`config.mk`:
```
export PLATFORM = sky130hd
export DESIGN_NAME = tapb_addr
export DESIGN_NICKNAME = d
export VERILOG_FILES = /design/src/tapb_pkg.sv /design/src/tapb_addr.sv
export SDC_FILE = /design/constraint.sdc
export NUM_CORES = 1
export LEC_CHECK = 0
export BUFFER_PORTS_ARGS = -buffer_cell sky130_fd_sc_hd__buf_4
export CAP_MARGIN = 30
export CORE_ASPECT_RATIO = 1.4
export CORE_MARGIN = 2
export CORE_UTILIZATION = 50
export CTS_CLUSTER_DIAMETER = 200
export DETAILED_ROUTE_END_ITERATION = 8
export GPL_ROUTABILITY_DRIVEN = 0
export GPL_TIMING_DRIVEN = 0
export PLACE_DENSITY = 0.79
export SLEW_MARGIN = 10
export SYNTH_ARGS = -nofsm -noshare
export SYNTH_HDL_FRONTEND = slang
export SYNTH_SLANG_ARGS = --single-unit
```
`constraint.sdc`:
```
create_clock -name clock -period 4 [get_ports clock]
set_clock_uncertainty 0.2 [all_clocks]
set_input_delay 0.8 -clock clock [delete_from_list [all_inputs] [get_ports clock]]
set_output_delay 0.8 -clock clock [all_outputs]
set_load 0.05 [all_outputs]
```
`src/tapb_pkg.sv`:
```
`timescale 1ns / 1ps
`default_nettype none

package tapb_pkg;

   // Fixed field widths
   localparam int BLK_W  = 6;
   localparam int CNT_W  = 7;
   localparam int CO_W   = 2;
   localparam int DIM_W  = 3;
   localparam int PERM_W = 8;
   localparam int DATA_W = 64;
   localparam int CSR_IDX_W  = 3;
   localparam int CSR_DATA_W = 8;

   // Address arithmetic widths, sized for dims up to 7 and coordinates up to 3
   localparam int T1_W   = 5;   // 7*3+3
   localparam int T2_W   = 8;   // 7*24+3
   localparam int T3_W   = 11;  // 7*171+3
   localparam int VAB_W  = 6;   // 7*7
   localparam int VOL_W  = 12;  // 49*49
   localparam int BOFF_W = 18;  // 63*2401
   localparam int SUM_W  = 19;

   localparam logic ACT_STORE = 1'b0;
   localparam logic ACT_READ  = 1'b1;

   localparam logic [PERM_W-1:0] PERM_RESET  = 8'd228;
   localparam logic [CNT_W-1:0]  COUNT_RESET = 7'd1;
   localparam logic [DIM_W-1:0]  DIM_A_RESET = 3'd4;
   localparam logic [DIM_W-1:0]  DIM_B_RESET = 3'd4;
   localparam logic [DIM_W-1:0]  DIM_C_RESET = 3'd4;
   localparam logic [DIM_W-1:0]  DIM_D_RESET = 3'd3;

   typedef enum logic [CSR_IDX_W-1:0] {
      CSR_PERM_CODE   = 3'd0,
      CSR_BLOCK_COUNT = 3'd1,
      CSR_DIM_A       = 3'd2,
      CSR_DIM_B       = 3'd3,
      CSR_DIM_C       = 3'd4,
      CSR_DIM_D       = 3'd5
   } csr_index_type;

   // Effective (saturated) configuration seen by the address pipeline
   typedef struct packed {
      logic [PERM_W-1:0]            perm;
      logic [CNT_W-1:0]             blocks;
      logic [3:0][DIM_W-1:0]        dim;
   } cfg_type;

   typedef struct packed {
      logic                         action;
      logic [BLK_W-1:0]             blk;
      logic [3:0][CO_W-1:0]         co;
      logic [DATA_W-1:0]            real_bits;
      logic [DATA_W-1:0]            imag_bits;
   } item_type;

   // Per-stage control that travels with each item
   typedef struct packed {
      logic valid;
      logic is_read;
      logic bad;
   } ctl_type;

endpackage

`default_nettype wire

```
`src/tapb_addr.sv`:
```
`timescale 1ns / 1ps
`default_nettype none

module tapb_addr #(
   parameter int ADDR_W = 14
) (
   input  wire logic                   clock,
   input  wire logic                   reset,
   input  wire logic                   in_valid,
   input  wire tapb_pkg::item_type     item,
   input  wire tapb_pkg::cfg_type      cfg,
   output tapb_pkg::ctl_type           cmd,
   output logic [ADDR_W-1:0]           addr,
   output logic [2*tapb_pkg::DATA_W-1:0] data
);

   localparam int DW = 2*tapb_pkg::DATA_W;

   // Stage 1 inputs
   tapb_pkg::ctl_type                                ctl_in;
   logic [3:0][tapb_pkg::CO_W-1:0]                   x_in;
   logic [3:1][tapb_pkg::DIM_W-1:0]                  st_in;

   // Stage 1
   tapb_pkg::ctl_type                                ctl1_ff;
   logic [3:0][tapb_pkg::CO_W-1:0]                   x1_ff;
   logic [3:1][tapb_pkg::DIM_W-1:0]                  st1_ff;
   logic [tapb_pkg::VAB_W-1:0]                       vab1_ff, vcd1_ff;
   logic [tapb_pkg::BLK_W-1:0]                       blk1_ff;
   logic [DW-1:0]                                    data1_ff;

   // Stage 2
   tapb_pkg::ctl_type                                ctl2_ff;
   logic [tapb_pkg::T1_W-1:0]                        t1_ff;
   logic [3:2][tapb_pkg::CO_W-1:0]                   x2_ff;
   logic [3:2][tapb_pkg::DIM_W-1:0]                  st2_ff;
   logic [tapb_pkg::VOL_W-1:0]                       vol2_ff;
   logic [tapb_pkg::BLK_W-1:0]                       blk2_ff;
   logic [DW-1:0]                                    data2_ff;

   // Stage 3
   tapb_pkg::ctl_type                                ctl3_ff;
   logic [tapb_pkg::T2_W-1:0]                        t2_ff;
   logic [tapb_pkg::CO_W-1:0]                        x3_ff;
   logic [tapb_pkg::DIM_W-1:0]                       st3_ff;
   logic [tapb_pkg::BOFF_W-1:0]                      boff3_ff;
   logic [DW-1:0]                                    data3_ff;

   // Stage 4
   tapb_pkg::ctl_type                                ctl4_ff;
   logic [tapb_pkg::T3_W-1:0]                        t3_ff;
   logic [tapb_pkg::BOFF_W-1:0]                      boff4_ff;
   logic [DW-1:0]                                    data4_ff;

   logic [tapb_pkg::SUM_W-1:0]                       sum;

   // Range check, scatter and stride selection
   always_comb begin
      ctl_in.valid   = in_valid;
      ctl_in.is_read = (item.action == tapb_pkg::ACT_READ);
      ctl_in.bad     = ({1'b0, item.blk} >= cfg.blocks);
      for (int k = 0; k < 4; k++) begin
         if ({1'b0, item.co[k]} >= cfg.dim[k]) begin
            ctl_in.bad = 1'b1;
         end
      end
      x_in  = '0;
      st_in = cfg.dim[3:1];
      if (item.action == tapb_pkg::ACT_READ) begin
         // later axes win a shared target
         for (int k = 0; k < 4; k++) begin
            x_in[cfg.perm[2*k +: 2]] = item.co[k];
         end
         for (int j = 1; j < 4; j++) begin
            st_in[j] = cfg.dim[cfg.perm[2*j +: 2]];
         end
      end else begin
         x_in = item.co;
      end
   end

   always_ff @(posedge clock) begin
      if (reset) begin
         ctl1_ff <= '0;
         ctl2_ff <= '0;
         ctl3_ff <= '0;
         ctl4_ff <= '0;
      end else begin
         ctl1_ff <= ctl_in;
         ctl2_ff <= ctl1_ff;
         ctl3_ff <= ctl2_ff;
         ctl4_ff <= ctl3_ff;
      end
   end

   always_ff @(posedge clock) begin
      x1_ff    <= x_in;
      st1_ff   <= st_in;
      vab1_ff  <= tapb_pkg::VAB_W'(cfg.dim[0]) * tapb_pkg::VAB_W'(cfg.dim[1]);
      vcd1_ff  <= tapb_pkg::VAB_W'(cfg.dim[2]) * tapb_pkg::VAB_W'(cfg.dim[3]);
      blk1_ff  <= item.blk;
      data1_ff <= {item.real_bits, item.imag_bits};

      t1_ff    <= tapb_pkg::T1_W'(st1_ff[1]) * tapb_pkg::T1_W'(x1_ff[0])
                  + tapb_pkg::T1_W'(x1_ff[1]);
      x2_ff    <= x1_ff[3:2];
      st2_ff   <= st1_ff[3:2];
      vol2_ff  <= tapb_pkg::VOL_W'(vab1_ff) * tapb_pkg::VOL_W'(vcd1_ff);
      blk2_ff  <= blk1_ff;
      data2_ff <= data1_ff;

      t2_ff    <= tapb_pkg::T2_W'(st2_ff[2]) * tapb_pkg::T2_W'(t1_ff)
                  + tapb_pkg::T2_W'(x2_ff[2]);
      x3_ff    <= x2_ff[3];
      st3_ff   <= st2_ff[3];
      boff3_ff <= tapb_pkg::BOFF_W'(blk2_ff) * tapb_pkg::BOFF_W'(vol2_ff);
      data3_ff <= data2_ff;

      t3_ff    <= tapb_pkg::T3_W'(st3_ff) * tapb_pkg::T3_W'(t2_ff)
                  + tapb_pkg::T3_W'(x3_ff);
      boff4_ff <= boff3_ff;
      data4_ff <= data3_ff;
   end

   // In-range store addresses fall below the store depth
   assign sum  = tapb_pkg::SUM_W'(boff4_ff) + tapb_pkg::SUM_W'(t3_ff);
   assign addr = ADDR_W'(sum);
   assign cmd  = ctl4_ff;
   assign data = data4_ff;

endmodule

`default_nettype wire

```
==> results of run 1 <==
-- stage by stage --
stage               std cells  power (mW)  TNS [ns]  util, %
floorplan                1449        10.8         0        -
global placement         2237        11.8    -0.370     58.6
global route             2339        18.5   -0.0322     64.0
finish                   2339        17.5         0     64.0
CTS                      2333        17.5         0     63.7
detailed placement       2237        12.0    -0.596     58.6
-- worst register-to-register path, stage by stage (launching register included) --
cell	delay, ns
dfxtp_4	0.37
clkbuf_8	0.16
nand2_1	0.09
fa_1	0.52
fa_1	0.44
fa_1	0.54
inv_1	0.06
ha_4	0.24
nor2b_1	0.13
o21a_1	0.18
a31o_2	0.28
o41ai_4	0.33
o21ai_1	0.12
xnor2_1	0.13
-- cells in the final DEF (no fill, tap or decap), types with 4 or more instances in the layout --
cell type	netlist	final
nand3_1	4	4
dfxtp_1	644	639
fa_1	71	71
o21ai_0	17	16
buf_4	0	320
a21o_1	15	15
nand2_1	95	95
nor2_1	41	41
mux2_2	4	4
xnor2_1	41	41
nor2b_1	23	23
clkbuf_16	0	53
o22ai_1	9	9
nand2b_1	10	10
o21bai_1	7	7
o21a_1	8	8
inv_1	130	130
clkbuf_1	10	16
dfxtp_2	0	4
a21oi_1	54	52
and2_1	94	94
bufinv_16	0	9
clkinv_2	0	8
clkbuf_8	0	12
o21ai_1	4	5
ha_1	113	108
xor2_1	7	7
-- power by group through the flow --
stage,logic (mW),clock network (mW),registers [mW]
5_1_grt,5.28,5.84,7.33
3_3_place_gp,4.46,0,7.39
2_1_floorplan,3.21,0,7.57
3_5_place_dp,4.60,0,7.42
6_report,4.76,5.45,7.28
4_1_cts,4.66,5.58,7.29
-- per-layer routing --
metal | share of wire, % | vias to the layer above | GRT usage, % | routed length [µm]
met4 | 4.2 | 0 | 8.34 | 1510
li1 | - | 5358 | - | -
met2 | 55 | 344 | 34.8 | 19800
met3 | 5.2 | 88 | 3.19 | 1860
met5 | 0 | - | 0 | 0
met1 | 35 | 5147 | 17.8 | 12600
-- repair_timing --
action                     CTS  global route
buffers inserted             0             4
setup endpoints to repair    4             5
hold endpoints to repair     0             0
resized for setup            9            20
pin swaps                    0             8
-- synthesized netlist by cell type (4+ instances only) --
master	instances	area [µm²]
xor2_1	7	61.3
nand2_1	95	357
nor2_1	41	154
a21o_1	15	113
xnor2_1	41	359
nor2b_1	23	144
o21a_1	8	60.1
nand3_1	4	20.0
clkbuf_1	10	37.5
o21ai_0	17	85.1
dfxtp_1	644	12900
a21oi_1	54	270
o21bai_1	7	52.6
fa_1	71	1420
o21ai_1	4	20.0
inv_1	130	488
mux2_2	4	45.0
ha_1	113	1410
and2_1	94	588
o22ai_1	9	56.3
nand2b_1	10	62.6
-- area by class of cell --
class	count	area, µm²	area share (%)
sequential	644	12900	53.6
antenna	2	5.00	0.0208
clock buffer	74	1520	6.29
timing repair buffer	319	2390	9.94
inverter	130	488	2.03
clock inverter	23	394	1.64
buffer	12	76.3	0.317
multi-input combinational	662	5720	23.7
tap	473	592	2.46
-- state kept, by name, indices dropped and copies added (netlist names), 11 cells and up --
register,cells
boff3_ff,14
data2_ff,128
t3_ff,11
vol2_ff,12
data,128
data3_ff,128
data1_ff,128
boff4_ff,14
-- final timing paths --
kind / startpoint / end / cells after the start
min: data2_ff[29] / data3_ff[29] / 0
max: blk2_ff[2] / boff3_ff[13] / 13
max reg2reg: blk2_ff[2] / boff3_ff[13] / 13
min reg2reg: data2_ff[29] / data3_ff[29] / 0
-- logic make-up (layout without fill, tap and decap cells) --
family | after synthesis | count (layout)
DFF | 644 | 644
and+or+nand+nor | 281 | 281
adders and majority gates | 184 | 184
AOI/OAI and AO/OA | 143 | 143
buffers and inverters | 143 | 558
xor gates and xnor gates | 48 | 48
muxes | 6 | 6
other | 0 | 2
==> impl_results.md, run 1 <==
* Largest net degree at the start of global routing at 18
* Mux contribution to synthesized area at 0.341%
* Cell variety after synth at 54
* Delay-heaviest family, CP: adder cells
* Power share of the combinational group at 27.2%
* CP peak stage delay at 0.54 ns
* Synthesized area per cell at 13.2 µm²
* Final hold vios at 0
* Number of DRC markers in iteration 0 at 408
* Routed wire per std cell at 15.3 µm
* Lkg Pwr at 11.3 nW
* CTS root buf: clkbuf_16
* Area Overhead vs Synth at 26.1%
* Overflow after GRT at 0
* Fin crit period at 3.90 ns
* P_int at 12.2 mW
* Part of the Yosys area used for sequential elements at 67.5%
* Cell Area, Placed at 0.0221 mm²
* Sw Share at 30.1%
* Initial Util at 50.8%
* FF+latch count, synth at 644
* Status: finished clean
* Die width at 169 µm
* Crit-path most repeated cell: fa_1
* Mapped cell area at 0.0191 mm²
* Final nets at 2179
* Initial antenna violation count at 2
* Crit path DAT at 4.15 ns
* Fill cells at 2693
* Adder-Cell Fraction of Synth Area at 14.8%
* Cells after Synth at 1449
* Number of synthesized flops with an enable pin at 0
* CTS tree: yes
* Clock group share of total power at 31.1%
* Worst-path cell chain: clkbuf_8 > nand2_1 > fa_1 > fa_1 > fa_1 > inv_1 > ha_4 > nor2b_1 > o21a_1 > a31o_2 > o41ai_4 > o21ai_1 > xnor2_1
* Warnings, synthesis at 0
* Seq pwr share at 41.6%
* Complex-gate fraction of the synthesized area at 4.85%
* Die Area at 0.0398 mm²
* Final setup fails at 0
* Required @ worst endpoint at 4.25 ns
* P_sw at 5.26 mW
* Cts hold-fix bufs at 0
* Floorplan die height at 235 µm
* I/O pin count at 318
* CTS sink cnt at 644
* Period utilisation layout at 97.4%
* F_max at 0.257 GHz
* Setup CP Type: reg2reg
* Worst-path maximum fanout at 10
* Drt pass-1 iters at 5
* Clock latency at the later pin of the worst-skew pair at 0.57 ns
* Post-route setup slack at 0.104 ns
* Reg clk slew, reported paths at 0.07 ns
* Largest family of logic cells by synthesized area: adder cells
* Share of cells above drive strength 1 at 23.4%
* Slowest CP cell: fa_1
* Max-slew violations at 0
* Synth Area in Simple Gates at 7.45%
* Syn_nets at 1806
* Number of routed nets with antenna violations at 0
* Vias in the first global route at 11400
* CTS max path bufs at 3
* Via-to-Cell Ratio at 4.68
* CTS Buf Count at 53
* Peak supply drop at 0.000388 V
* Post-synthesis xor/xnor area fraction at 2.20%
* Power per cell area at 726 mW/mm²
* DP Worst Slack at -0.292 ns
* Max_cap viols at 0
* GRT Util Overall at 17.8%
* Core ar. at 0.0376 mm²
* R2r setup slk at 0.10 ns
* Port bufs at 315
* Design Area, Final at 0.0241 mm²
* H-tree levels at 2
* Synth Flop Type: dfxtp_1
* CP endpoint kind: flip-flop
* Vias at 10900
* Slew HR at 57.8%
* Post-detail-place hpwl at 26400 µm
* Async SR Flop Fraction at 0%
* Row cnt at 84
* Worst Hold Class: reg2reg
* Routed WL at 35800 µm
* Residual DRC count at 0
* Global-route wire length before repair at 56000 µm
* Hold WS at 0.112 ns
* Slew @ Worst Pin at 0.628 ns
* Startpoint types: flip-flop
* Crit path buf inv count at 2
Power figures use the tool's default switching activity.
==> inputs of run 2 (changes only) <==
- ABC_AREA: default -> 1
==> impl_results.md, run 2 <==
* CTS root buf: clkbuf_16
* CTS tree: yes
* Drt pass-1 iters at 8 (+3)
* Slowest CP cell: fa_1
* Residual DRC count at 0 (unchanged)
* Cells after Synth at 1746 (+20%)
* Slew @ Worst Pin at 0.585 ns (-0.0431 ns)
* Die width at 172 µm (+1.6%)
* Port bufs at 317 (+0.63%)
* Clock latency at the later pin of the worst-skew pair at 0.58 ns (about the same)
* Area contributors post-synth: dfxtp_1 (65%), fa_1 (7.2%), ha_1 (7.2%)
* Hold Path Sink: data1_ff[44]
* Initial antenna violation count at 0 (-2)
* Row cnt at 86 (+2.4%)
* Seq pwr share at 42.2% (+0.6 points)
* Post-synth top area cell: dfxtp_1
* Final nets at 2475 (+14%)
* Routed WL at 36200 µm (+1.1%)
* Max-slew violations at 0 (unchanged)
* R2r setup slk at 0.35 ns (+0.25 ns)
* Delay-heaviest family, CP: adder cells
* Area of the multi-input gates at 0.00561 mm² (-2.0%)
* Number of DRC markers in iteration 0 at 585 (+43%)
* Placed insts at 2591 (+16%)
* Power share of the combinational group at 24.2% (-3.0 points)
* RR Endpoint: boff3_ff[10]
* Synth Flop Type: dfxtp_1
* Overflow after GRT at 0 (unchanged)
* CP peak stage delay at 0.57 ns (+0.03 ns)
* Design Area, Final at 0.0248 mm² (+2.9%)
* GRT Util Overall at 17.6% (-0.18 points)
* Synthesized area per cell at 11.3 µm² (-14%)
* F_max at 0.274 GHz (+6.7%)
* P_int at 11.9 mW (-2.6%)
* Die Area at 0.0411 mm² (+3.1%)
* Critical path startpoint: blk2_ff[2]
* Number of synthesized flops with an enable pin at 0 (unchanged)
* Worst-path cell chain: clkbuf_4 > nand2_1 > fa_1 > fa_1 > fa_1 > inv_1 > ha_1 > a21oi_1 > nand2_1 > nand4_1 > nand2_1 > xor2_1
* Fin crit period at 3.65 ns (-0.245 ns)
* Required @ worst endpoint at 4.26 ns (about the same)
* Final setup fails at 0 (unchanged)
* Part of the Yosys area used for sequential elements at 65.4% (-2.1 points)
* P_sw at 5.23 mW (-0.57%)
* Hold WS at 0.109 ns (-0.00344 ns)
* Top cell type's share of synthesized area at 65.4% (-2.1 points)
* Power per cell area at 691 mW/mm² (-4.8%)
* Reg clk slew, reported paths at 0.07 ns (about the same)
* Worst Hold Class: in2reg
* CTS Buf Count at 55 (+3.8%)
* Via-to-Cell Ratio at 4.50 (-3.7%)
* I/O pin count at 318 (unchanged)
* Mapped cell area at 0.0197 mm² (+3.2%)
* FF+latch count, synth at 644 (unchanged)
* Worst Min Path Start: item[44]
* Startpoint types: flip-flop
* R2r startpoint: blk2_ff[2]
* Clock group share of total power at 33.6% (+2.5 points)
* Floorplan die height at 239 µm (+1.6%)
* Largest net degree at the start of global routing at 18 (unchanged)
* CTS sink cnt at 644 (unchanged)
* Area Overhead vs Synth at 25.7%
* Routed wire per std cell at 13.5 µm (-12%)
* Vias at 12100 (+11%)
* CP endpoint kind: flip-flop
* Post-route insts no fill at 2692 (+15%)
* Number of routed nets with antenna violations at 0 (unchanged)
* Cell variety after synth at 34 (-37%)
* Most common cell after layout, fill and taps aside: dfxtp_1
* Warnings, synthesis at 0 (unchanged)
* Sequential cell area at 0.0129 mm² (about the same)
* Crit path buf inv count at 2 (unchanged)
* Vias in the first global route at 12600 (+11%)
* Most frequent cell after synthesis: dfxtp_1
* Min-Delay Path Depth at 1 (+1)
* Top cells by count, synth: dfxtp_1 (644), nand2_1 (315), inv_1 (307)
* Global-route wire length before repair at 58200 µm (+4.1%)
* Fill cells at 2969 (+10%)
* Max_cap viols at 0 (unchanged)
* Slew HR at 60.9% (+3.1 points)
* Most frequent cells in the layout: dfxtp_1 (643), buf_4 (318), nand2_1 (315), inv_1 (307), ha_1 (113)
* Final hold vios at 0 (unchanged)
* Post-detail-place hpwl at 26900 µm (+2.2%)
* Ant. Diodes at 0 (-2)
* Cell Area, Placed at 0.0228 mm² (+3.2%)
* H-tree levels at 2 (unchanged)
* RSZ-0062 raised after global routing: no
* Initial Util at 50.3% (-0.44 points)
* Share of cells above drive strength 1 at 20.1% (-3.4 points)
* Setup TNS at 0 ns (unchanged)
* Syn_nets at 2103 (+16%)
* Crit path DAT at 3.91 ns (-0.24 ns)
* Peak supply drop at 0.000309 V (-21%)
* Lkg Pwr at 12.7 nW (+13%)
* Worst-path maximum fanout at 10 (unchanged)
* Sw Share at 30.5% (+0.44 points)
* Setup CP Type: reg2reg
* CTS max path bufs at 3 (unchanged)
* Async SR Flop Fraction at 0% (unchanged)
* Status: finished clean
* Period utilisation layout at 91.3% (-6.1 points)
* R2R cell count at 12 (-1)
* Core ar. at 0.0392 mm² (+4.1%)
-- run 2: worst max-delay path by stage --
stage / end / slack [ns] / depth (start not counted)
finish: boff3_ff[10] / 0.35 / 12
CTS: boff3_ff[13] / 0.11 / 14
floorplan: boff3_ff[10] / 0.52 / 12
detailed placement: boff3_ff[10] / 0.10 / 12
global placement: boff3_ff[10] / 0.19 / 12
global route: boff3_ff[13] / 0.01 / 14
-- run 2: cell type report --
type | count | area share [%]
Buffer | 10 | 0.197
Clock buffer | 65 | 5.91
Clock inverter | 38 | 2.31
Inverter | 310 | 4.69
Multi-Input combinational cell | 780 | 22.6
Sequential cell | 644 | 52.0
Tap cell | 528 | 2.67
Timing Repair Buffer | 317 | 9.60
-- run 2: worst register-to-register path: stages, from the launching register on --
cell	delay [ns]
dfxtp_1	0.41
clkbuf_4	0.24
nand2_1	0.09
fa_1	0.57
fa_1	0.44
fa_1	0.54
inv_1	0.04
ha_1	0.36
a21oi_1	0.23
nand2_1	0.12
nand4_1	0.10
nand2_1	0.07
xor2_1	0.14
-- run 2: logic make-up after synthesis --
family	after synthesis	synth area share, %
xor+xnor	35	1.55
simple gates	448	9.28
fa+ha+maj	184	14.4
compound gates	113	3.22
flops	644	65.4
buf+inv	322	6.16
-- run 2: power by group through the flow --
stage          sequential [mW]  combinational (mW)  clock (mW)
6_report                  7.24                4.14        5.76
2_1_floorplan             7.54                2.81           0
5_1_grt                   7.29                4.66        6.15
3_5_place_dp              7.38                4.15           0
4_1_cts                   7.24                4.17        5.91
3_3_place_gp              7.36                4.02           0
-- run 2: stage by stage --
step                      total power [mW]  setup WS [ns]  utilization, %
final                                 17.1          0.349            63.3
after global routing                  18.1         0.0105            63.3
after CTS                             17.3          0.110            63.3
after detailed placement              11.5          0.103            58.1
after global placement                11.4          0.191            58.1
after floorplan                       10.4          0.515               -
-- run 2: what timing repair did --
item	CTS	global route
hold buffers	0	0
endpoints found under the setup margin	0	7
resized for setup	0	7
setup buffers	0	0
-- run 2: routing by layer --
layer / vias to the layer above / part of all wire (%) / global-route usage (%)
li1: 6072 / - / -
met1: 5550 / 36 / 17.7
met2: 395 / 54 / 33.9
met3: 109 / 6.1 / 3.48
met4: 0 / 4.3 / 8.53
met5: - / 0 / 0
==> inputs of run 3 (changes only) <==
- BUFFER_PORTS_ARGS: -buffer_cell sky130_fd_sc_hd__buf_4 -> -buffer_cell sky130_fd_sc_hd__buf_2
- CORE_UTILIZATION: 50 -> 55
- PLACE_DENSITY: 0.79 -> 0.82
- clock period: 4 -> 3.7 ns (I/O delays scaled with it)
==> impl_results.md, run 3 (synthesis gave the netlist of run 2 again) <==
* GRT Util Overall at 19.4% (+1.8 points)
* Port bufs at 317 (unchanged)
* Final hold vios at 0 (unchanged)
* Final nets at 2470 (-0.20%)
* Peak supply drop at 0.000658 V (+110%)
* Core ar. at 0.0356 mm² (-9.1%)
* Clock latency at the later pin of the worst-skew pair at 0.57 ns (about the same)
* Worst-path cell chain: buf_4 > nand2_1 > inv_1 > fa_1 > fa_1 > inv_1 > fa_1 > inv_1 > ha_1 > nand2_1 > nor2_2 > nand3_1 > nand3_1 > inv_1 > nand2_1 > nand2_1
* Fin crit period at 3.56 ns (-0.0915 ns)
* Slew HR at 60.5% (-0.35 points)
* Routed wire per std cell at 13.9 µm (+3.3%)
* I/O pin count at 318 (unchanged)
* Row cnt at 82 (-4.7%)
* Max_cap viols at 0 (unchanged)
* Period utilisation layout at 96.2% (+4.9 points)
* Slew @ Worst Pin at 0.592 ns (+0.00734 ns)
* CTS max path bufs at 3 (unchanged)
* Number of routed nets with antenna violations at 0 (unchanged)
* Delay-heaviest family, CP: adder cells
* Post-route setup slack at 0.141 ns (-0.209 ns)
* Hold WS at 0.0595 ns (-0.0491 ns)
* CTS Buf Count at 52 (-5.5%)
* Initial antenna violation count at 4 (+4)
* Most common cell after layout, fill and taps aside: dfxtp_1
* Max-slew violations at 0 (unchanged)
* CTS sink cnt at 644 (unchanged)
* Startpoint types: flip-flop
* Status: finished clean
* Drt pass-1 iters at 6 (-2)
* Reg clk slew, reported paths at 0.07 ns (about the same)
* Routed WL at 36400 µm (+0.57%)
* H-tree levels at 2 (unchanged)
* Die width at 164 µm (-4.5%)
* Residual DRC count at 0 (unchanged)
* Most frequent cells in the layout: dfxtp_1 (638), buf_2 (317), nand2_1 (315), inv_1 (307), ha_1 (109)
* Worst-path maximum fanout at 10 (unchanged)
* Overflow after GRT at 0 (unchanged)
* Power per cell area at 772 mW/mm² (+12%)
* Post-detail-place hpwl at 26300 µm (-2.3%)
* Design Area, Final at 0.0239 mm² (-3.5%)
* Number of DRC markers in iteration 0 at 549 (-6.2%)
* Floorplan die height at 228 µm (-4.6%)
* Largest net degree at the start of global routing at 19 (+1)
* Share of cells above drive strength 1 at 20.4% (+0.31 points)
* Final setup fails at 0 (unchanged)
* DP Worst Slack at -0.164 ns (-0.267 ns)
* Worst Hold Class: in2reg
* Lkg Pwr at 12.4 nW (-2.4%)
* Crit path buf inv count at 5 (+3)
* Crit path DAT at 3.83 ns (-0.08 ns)
* Area Overhead vs Synth at 21.3%
* Cell Area, Placed at 0.0219 mm² (-3.8%)
* Die Area at 0.0374 mm² (-8.9%)
* Vias in the first global route at 12700 (+1.4%)
* Cts hold-fix bufs at 0 (unchanged)
* CTS root buf: clkbuf_16
* Initial Util at 55.4% (+5.0 points)
* CP endpoint kind: flip-flop
* Setup CP Type: reg2reg
* Required @ worst endpoint at 3.97 ns (-0.29 ns)
* Global-route wire length before repair at 58500 µm (+0.43%)
* Slowest CP cell: fa_1
* Vias at 12300 (+1.7%)
* F_max at 0.281 GHz (+2.6%)
* CTS tree: yes
* CP peak stage delay at 0.56 ns (about the same)
* Final core utilization at 67.2% (+3.9 points)
* Setup bufs post-CTS at 0 (unchanged)
* Via-to-Cell Ratio at 4.70 (+4.4%)
run 3: area by class of cell:
| class | count | area [µm²] |
|---|---|---|
| Fill cell | 2496 | 11700 |
| Multi-Input combinational cell | 780 | 5650 |
| Clock inverter | 35 | 591 |
| Sequential cell | 644 | 12900 |
| Timing Repair Buffer | 317 | 1590 |
| Tap cell | 462 | 578 |
| Clock buffer | 62 | 1400 |
| Inverter | 310 | 1160 |
| Antenna cell | 4 | 10.0 |
| Buffer | 8 | 38.8 |
run 3: report_power, final:
part           internal (mW)  switching, mW
clock network           3.71           2.45
registers               7.56          0.274
logic                   1.53           2.94
total                   12.8           5.67
run 3: repair_timing:
action,in CTS,in global routing
gates resized for setup,1,16
hold endpoints to repair,0,0
setup endpoints to repair,7,11
run 3: path summary, 6_finish.rpt:
| kind | from | endpoint | slack (ns) | depth (start not counted) |
|---|---|---|---|---|
| worst max-delay path | blk2_ff[5] | boff3_ff[13] | 0.14 | 16 |
| worst min-delay path | item[74] | data1_ff[74] | 0.06 | 1 |
| worst max register to register | blk2_ff[5] | boff3_ff[13] | 0.14 | 16 |
| worst min register to register | data3_ff[121] | data[121] | 0.12 | 0 |
run 3: routing by layer:
layer	share of wire, %	GRT usage (%)
met4	4.3	9.51
met1	35	19.2
met2	55	37.8
met5	0	0
met3	5.7	3.47
run 3: worst reg2reg max path, delay by kind of cell (launching register included):
kind	cells	cell delay, ns
fa+ha+maj	4	1.95
simple gates	7	0.64
buf+inv	5	0.38
flops	1	0.30
run 3: through the flow:
stage	power [mW]	TNS (ns)	instances
floorplan	11.2	0	1746
global placement	12.1	-0.392	2525
detailed placement	12.2	-0.662	2525
CTS	18.5	0	2618
global route	19.5	-0.0412	2622
finish	18.5	0	2622
